==> config.mk <==
export PLATFORM = sky130hd
export DESIGN_NAME = crtt_ctrl
export DESIGN_NICKNAME = d
export VERILOG_FILES = /design/src/rtl/crtt_pkg.sv /design/src/rtl/crtt_ctrl.sv
export SDC_FILE = /design/constraint.sdc
export NUM_CORES = 1
export LEC_CHECK = 0
export BUFFER_PORTS_ARGS = -buffer_cell sky130_fd_sc_hd__buf_2
export CORE_MARGIN = 1
export CORE_UTILIZATION = 55
export CTS_CLUSTER_SIZE = 14
export DETAILED_ROUTE_END_ITERATION = 10
export PLACE_DENSITY = 0.82
export SETUP_SLACK_MARGIN = 0.05
export SKIP_CTS_REPAIR_TIMING = 1
export SYNTH_ARGS = -nofsm -noshare
export SYNTH_HDL_FRONTEND = slang
export SYNTH_SLANG_ARGS = --single-unit
==> constraint.sdc <==
create_clock -name clock -period 3.5 [get_ports clock]
set_clock_uncertainty 0.15 [all_clocks]
set_input_delay 0.35 -clock clock [delete_from_list [all_inputs] [get_ports clock]]
set_output_delay 0.35 -clock clock [all_outputs]
set_load 0.02 [all_outputs]
==> src/rtl/crtt_pkg.sv <==
// ----------------------------------------------------------------------------
// crtt_pkg
// Shared types, constants and weight functions of the trail tessellator.
// ----------------------------------------------------------------------------
package crtt_pkg;

   localparam int NUM_SAMPLES = 4;
   localparam int NUM_COORDS  = 6;
   localparam int CNT_W       = 4;   // interp_count and step index width
   localparam int WGT_W       = 15;  // signed spline weight width
   localparam int DEN_W       = 13;  // 2*n^3 for n up to 15
   localparam int ACC_EXT     = 15;  // accumulator growth over coordinate width

   localparam logic [CNT_W-1:0] INTERP_COUNT_RESET = 4'd4;
   localparam logic             CSR_INTERP_COUNT   = 1'b0;

   typedef struct packed {
      logic       shift;
      logic       wgt_load;
      logic       mac_en;
      logic       mac_first;
      logic [1:0] mac_sel;
      logic       div_load;
      logic       div_step;
      logic       res_load;
   } cmd_type;

   // integer spline weight of sample s (0 = newest) at step j of n
   function automatic logic signed [WGT_W-1:0] calc_weight(
      input logic [CNT_W-1:0] j, input logic [CNT_W-1:0] n, input logic [1:0] s);
      int jj;
      int nn;
      int j2;
      int j3;
      int w;
      jj = int'(j);
      nn = int'(n);
      j2 = jj * jj;
      j3 = j2 * jj;
      case (s)
         2'd0: w = -j3 + 2 * j2 * nn - jj * nn * nn;
         2'd1: w = 3 * j3 - 5 * j2 * nn + 2 * nn * nn * nn;
         2'd2: w = -3 * j3 + 4 * j2 * nn + jj * nn * nn;
         default: w = j3 - j2 * nn;
      endcase
      return WGT_W'(w);
   endfunction

   function automatic logic [DEN_W-1:0] calc_den(input logic [CNT_W-1:0] n);
      int nn;
      nn = int'(n);
      return DEN_W'(2 * nn * nn * nn);
   endfunction

endpackage

==> src/rtl/crtt_ctrl.sv <==
// ----------------------------------------------------------------------------
// crtt_ctrl
// Sequencer: history fill, step loop, multiply-accumulate and divide phases.
// ----------------------------------------------------------------------------
module crtt_ctrl #(
   parameter int COORD_BITS = 32
) (
   input  logic                           clock,
   input  logic                           reset,
   input  logic                           req_valid,
   output logic                           req_ready,
   output logic                           rsp_valid,
   input  logic                           rsp_ready,
   input  logic [crtt_pkg::CNT_W-1:0]     interp_count,
   output logic [crtt_pkg::CNT_W-1:0]     step_index,
   output logic                           last_of_run,
   output crtt_pkg::cmd_type              cmd
);

   localparam int DCNT_W = $clog2(COORD_BITS);

   typedef enum logic [2:0] {
      IDLE, WGT, MAC, PREP, DIV, RES, OUT
   } state_type;

   state_type                  state_ff, state_in;
   logic [2:0]                 fill_ff, fill_in;
   logic [crtt_pkg::CNT_W-1:0] step_ff, step_in;
   logic [1:0]                 sel_ff, sel_in;
   logic [DCNT_W-1:0]          dcnt_ff, dcnt_in;
   logic                       accept;
   logic                       last;

   assign accept      = req_valid && req_ready;
   assign last        = (step_ff == interp_count);
   assign req_ready   = (state_ff == IDLE);
   assign rsp_valid   = (state_ff == OUT);
   assign step_index  = step_ff;
   assign last_of_run = last;

   always_comb begin
      state_in = state_ff;
      fill_in  = fill_ff;
      step_in  = step_ff;
      sel_in   = sel_ff;
      dcnt_in  = dcnt_ff;
      cmd      = '0;
      cmd.mac_sel   = sel_ff;
      cmd.mac_first = (sel_ff == 2'd0);
      case (state_ff)
         IDLE: begin
            if (accept) begin
               cmd.shift = 1'b1;
               if (fill_ff != 3'(crtt_pkg::NUM_SAMPLES)) fill_in = fill_ff + 3'd1;
               step_in = '0;
               if (fill_in == 3'(crtt_pkg::NUM_SAMPLES) && interp_count != '0)
                  state_in = WGT;
            end
         end
         WGT: begin
            cmd.wgt_load = 1'b1;
            sel_in       = 2'd0;
            state_in     = MAC;
         end
         MAC: begin
            cmd.mac_en = 1'b1;
            sel_in     = sel_ff + 2'd1;
            if (sel_ff == 2'd3) state_in = PREP;
         end
         PREP: begin
            cmd.div_load = 1'b1;
            dcnt_in      = '0;
            state_in     = DIV;
         end
         DIV: begin
            cmd.div_step = 1'b1;
            dcnt_in      = dcnt_ff + DCNT_W'(1);
            if (dcnt_ff == DCNT_W'(COORD_BITS - 1)) state_in = RES;
         end
         RES: begin
            cmd.res_load = 1'b1;
            state_in     = OUT;
         end
         OUT: begin
            if (rsp_ready) begin
               if (last) begin
                  state_in = IDLE;
               end else begin
                  step_in  = step_ff + 4'd1;
                  state_in = WGT;
               end
            end
         end
         default: state_in = IDLE;
      endcase
   end

   always_ff @(posedge clock) begin
      if (reset) begin
         state_ff <= IDLE;
         fill_ff  <= '0;
         step_ff  <= '0;
         sel_ff   <= '0;
         dcnt_ff  <= '0;
      end else begin
         state_ff <= state_in;
         fill_ff  <= fill_in;
         step_ff  <= step_in;
         sel_ff   <= sel_in;
         dcnt_ff  <= dcnt_in;
      end
   end

endmodule

# ---- Yosys cells after proc, flatten, opt, wreduce, memory -nomap -nowiden
# Index checks and enable logic that the tools add are counted.
dict set report word_totals {
  ff_bits 17
  in_bits 8
  out_inout_bits 16
  elab_cells 60
}
dict set report classes {
  n_addsub 4
  eq_ne 17
  n_mux 23
  n_reduce_logical 11
}
# op count
set op_table {}
lappend op_table {{$mux W3} 8}
lappend op_table {{$pmux W3 S7} 1}
lappend op_table {{$eq A3 B3 Y1 const B} 4}
lappend op_table {{$mux W4} 3}
lappend op_table {{$pmux W5 S2} 1}
lappend op_table {{$mux W1} 8}
lappend op_table {{$pmux W4 S2} 1}
lappend op_table {{$eq A3 B2 Y1 const B} 2}
lappend op_table {{$ne A2 B1 Y1 const B} 3}
lappend op_table {{$ne A2 B2 Y1 const B} 3}
lappend op_table {{$reduce_bool A2 Y1} 3}
lappend op_table {{$add A5 B1 Y5 const B} 1}
lappend op_table {{$eq A5 B5 Y1 const B} 1}
lappend op_table {{$reduce_and A5 Y1} 1}
lappend op_table {{$add A4 B1 Y4 const B} 1}
lappend op_table {{$eq A4 B4 Y1} 1}
lappend op_table {{$pmux W2 S2} 1}
lappend op_table {{$reduce_and A4 Y1} 1}
lappend op_table {{$reduce_bool A4 Y1} 1}
lappend op_table {{$add A3 B1 Y3 const B} 1}
lappend op_table {{$eq A3 B1 Y1 const B} 1}
lappend op_table {{$logic_not A3 Y1} 1}
lappend op_table {{$ne A3 B3 Y1 const B} 1}
lappend op_table {{$add A2 B1 Y2 const B} 1}
lappend op_table {{4 further kinds} 5}

# ---- Depth between registers and ports, before layout
dict set report depth {
  word_depth 9
  ltp_mapped 7
  depth_no_buf 7
}

# ---- Worst setup path before layout
# No wires, ideal clock.
dict set report synth_path {
  path_type {register to register}
  start {register step_ff, in the netlist step_index[3]}
  end {register step_ff, in the netlist step_index[1]}
  setup_ns 0.122
  t_arrival_ns 1.633
  required_ns 3.228
  setup_slack_ns 1.596
  path_stages_with_launch 5
  path_buffers 0
  synth_period_minus_slack_ns 1.904
  path_cell_list {dfxtp_1 > xor2_1 > nor4_2 > nor2_1 > mux2i_1}
}
dict set report synth_via {
  elab_chain_len 3
}
# item line_no
set synth_lines {}
lappend synth_lines {{from (decl)} crtt_ctrl.sv:28} ;# logic [crtt_pkg::CNT_W-1:0] step_ff, step_in;
lappend synth_lines {{from (signal assigned)} crtt_ctrl.sv:108} ;# step_ff <= step_in;
lappend synth_lines {{$eq A4 B4 Y1} crtt_ctrl.sv:35} ;# assign last = (step_ff == interp_count);
lappend synth_lines {{named net last_of_run} crtt_ctrl.sv:16} ;# output logic last_of_run,
lappend synth_lines {{$ne A2 B2 Y1 (no line)} --}
lappend synth_lines {{$reduce_and A4 Y1 (no line)} --}
# The timed path passes the listed nets, and every way through them passes these cells.
# A chain may end at the register's enable or synchronous reset.

==> impl_metrics.csv <==
group,metric,value,unit
status,status,"finished, final reports clean",
yosys,synth_area,988,um2
pwr,pwr-share-seq,0.576,
yosys,ys_types,39,
clock_network,worstSkewPairLatency,0.29,ns
sta,finalCriticalPeriod,2.22,ns
yosys,netlist_top_cells_area,"dfxtp_1 (34%), ha_1 (8.9%), a21oi_1 (5.6%)",
hold_path,whs_path_depth,2,
setup_path,reg2reg_slack,1.56,ns
sta,slew_violations,0,
sta,setup_viol,0,
sta,fmax,0.450,GHz
routing,vias_per_cell,5.58,
clock_network,htreeDepth,1,
setup_path,worst-path-buf-inv,1,
pwr,p_switching,0.0890,mW
routing,first_pass_iters,4,
yosys,synth_edf_count,0,
routing,wl,2040,um
pwr,power.density,305,nW/um2
setup_path,endpoint_kind,"primary output",
run,cap_violations,0,
yosys,ys.flop_type,"dfxtp_1",
floorplan,fp.dieH,44.4,um
pwr,power,0.346,mW
pwr,peakVddDrop,0.164,mV
clock_network,path_clk_slew,0.10,ns
clock_network,cts_sinks,17,
global_routing,grt_pass1_wl,3380,um
global_routing,grt.overflow.total,0,
finish,finalNetCount,152,
yosys,ys_seq_elements,17,
clock_network,tritoncts,"yes",
setup_path,setup.worst_path.start,"state_ff[1]",
global_routing,antenna_found_initial,0,
yosys,syn-instance-count,113,
pwr,p_sw_frac,0.257,
placement,dp_hpwl,1530,um
clock_network,clockBufferDepth,2,
setup_path,cp_data_arrival_time,1.72,ns
setup_path,worst-setup-path-type,"flop to primary output",
floorplan,rows,14,
hold_path,hold_end,"sel_ff[1]",
pwr,clkPwrFrac,0.312,
global_routing,grt_max_degree,16,
sta,fin_tns_setup,0,ns
finish,nFillCells,131,
routing,vias,892,
sta,max-slew-margin-rel,0.552,
setup_path,required,3.00,ns
yosys,synth_top_area_cell,"dfxtp_1",
setup_path,r2r_end,"step_index[3]",
placement,placed_area,1110,um2
finish,areaGrowthSynthToFinish,14.8,%
sta,tightest_slew,0.670,ns
setup_path,crit-reg2reg-launch,"state_ff[1]",
pwr,p_int,0.257,mW
routing,drtIter0Drc,16,
placement,port-buffer-count,23,
pwr,leakage,0.497,nW
sta,rsz0062_at_grt,"false",
finish,drive_gt1_frac,0.228,
floorplan,initial_core_util,0.620,
pwr,p_comb_frac,0.111,
yosys,yosys_warnings,0,
hold_path,hp-class,"input port to flop",
finish,antennaDiodeCount,0,
sta,fin_crit_sh,0.636,
sta,hold_viol_final,0,
clock_network,numCtsBuffers,3,
hold_path,worstHoldStart,"reset",
global_routing,grt_pass1_vias,782,
routing,wl_per_cell,12.8,um
setup_path,crit_path_start_kind,"flop",
yosys,synth_nets,128,
yosys,ys_seq_area_frac,0.344,
routing,drc,0,
placement,gp_congestion,0.753,
setup_path,path_max_fanout,12,
setup_path,slowest_stage,"nor4b_2",
floorplan,fp.coreArea,1590,um2
setup_path,slowest_delay,0.69,ns
floorplan,fp.dieW,44.4,um
yosys,synth_top_area_share,0.344,
setup_path,crit_family,"simple AND/OR/NAND/NOR gates",
routing,drt.antenna.violating_nets,0,
yosys,syn_avg_cell_area,8.75,um2
setup_path,crit_chain,"nor4b_2 -> buf_2",
setup_path,reg2reg_depth,4,
clock_network,cts-root-buf,"clkbuf_4",
floorplan,die_area,1970,um2
floorplan,pin_count,24,
yosys,async_flop_share,0,
global_routing,track_usage,0.234,
finish,design_area,1130,um2
[worst reg2reg max path: cells and delay by family (launching register included)]
family | cells | cell delay [ns]
AO/OA/AOI/OAI | 1 | 0.14
flip-flops | 1 | 0.62
AND/OR/NAND/NOR | 3 | 0.97
[Yosys cell counts, types with 3 or more instances]
| cell | instances |
|---|---|
| dfxtp_1 | 17 |
| nor2_1 | 14 |
| a21oi_1 | 11 |
| ha_1 | 7 |
| nand2_1 | 7 |
| inv_1 | 4 |
| nor3_1 | 4 |
| xor2_1 | 4 |
| nor3b_1 | 3 |
| o21ai_0 | 3 |
[power by group through the flow]
stage	Sequential (mW)	Clock [mW]	Combinational [mW]
final	0.199	0.108	0.0385
after global routing	0.200	0.121	0.0419
after CTS	0.199	0.108	0.0388
after detailed placement	0.204	0	0.0386
after global placement	0.204	0	0.0361
after floorplan	0.203	0	0.0265
[area by class of cell]
type	instances	area, um2	area share
multi-input combinational	88	608	0.536
sequential	17	340	0.300
timing repair buffer	23	115	0.101
tap	24	30.0	0.0265
clock buffer	4	26.3	0.0232
inverter	4	15.0	0.0132
[kinds of logic after synthesis]
| family | Yosys count | share of synthesized area |
|---|---|---|
| fa+ha+maj | 7 | 0.0886 |
| simple gates | 51 | 0.310 |
| xor+xnor | 5 | 0.0443 |
| mux | 3 | 0.0430 |
| flops | 17 | 0.344 |
| buf+inv | 8 | 0.0405 |
| compound gates | 22 | 0.129 |
[layout by cell type (no fill, tap or decap), types with 2 or more instances in the layout]
cell type   n
a21boi_1    2
a21oi_1    11
a22oi_1     2
and2_1      2
buf_2      23
clkbuf_4    3
dfxtp_1    17
ha_1        7
inv_1       4
mux2i_1     2
nand2_1     7
nand3_1     2
nand3b_1    2
nand4_1     2
nor2_1     14
nor2b_1     2
nor3_1      4
nor3b_1     3
o21ai_0     3
or3_1       2
xor2_1      4
[worst max path at each step]
stage / end / slack [ns] / depth (start not counted)
after floorplan: step_index[1] / 1.60 / 4
after CTS: cmd[8] / 1.28 / 2
after detailed placement: last_of_run / 1.57 / 4
after global placement: last_of_run / 1.59 / 4
final: cmd[8] / 1.28 / 2
after global routing: cmd[8] / 1.21 / 2
[flip-flops by register name (all words and copies together), names as in the netlist]
signal / flops
dcnt_ff: 5
fill_ff: 3
sel_ff: 2
step_index: 4
state_ff: 3
[routing by layer]
layer | track usage | vias up | share of wire
met1 | 0.288 | 422 | 0.47
met3 | 0.0490 | 2 | 0.030
li1 | - | 450 | -
met5 | 0 | - | 0
met4 | 0.0727 | 0 | 0.0093
met2 | 0.406 | 18 | 0.49
[through the flow]
| stage | worst slack, ns | utilization | hold WS, ns | std cells |
|---|---|---|---|---|
| 3_5_place_dp | 1.57 | 0.695 | 0.346 | 156 |
| 3_3_place_gp | 1.59 | 0.695 | 0.325 | 156 |
| 5_1_grt | 1.21 | 0.712 | 0.241 | 160 |
| 6_report | 1.28 | 0.712 | 0.240 | 160 |
| 4_1_cts | 1.28 | 0.712 | 0.247 | 160 |
| 2_1_floorplan | 1.60 | - | 0.269 | 113 |
No activity file was read; power rests on OpenSTA's default activity.
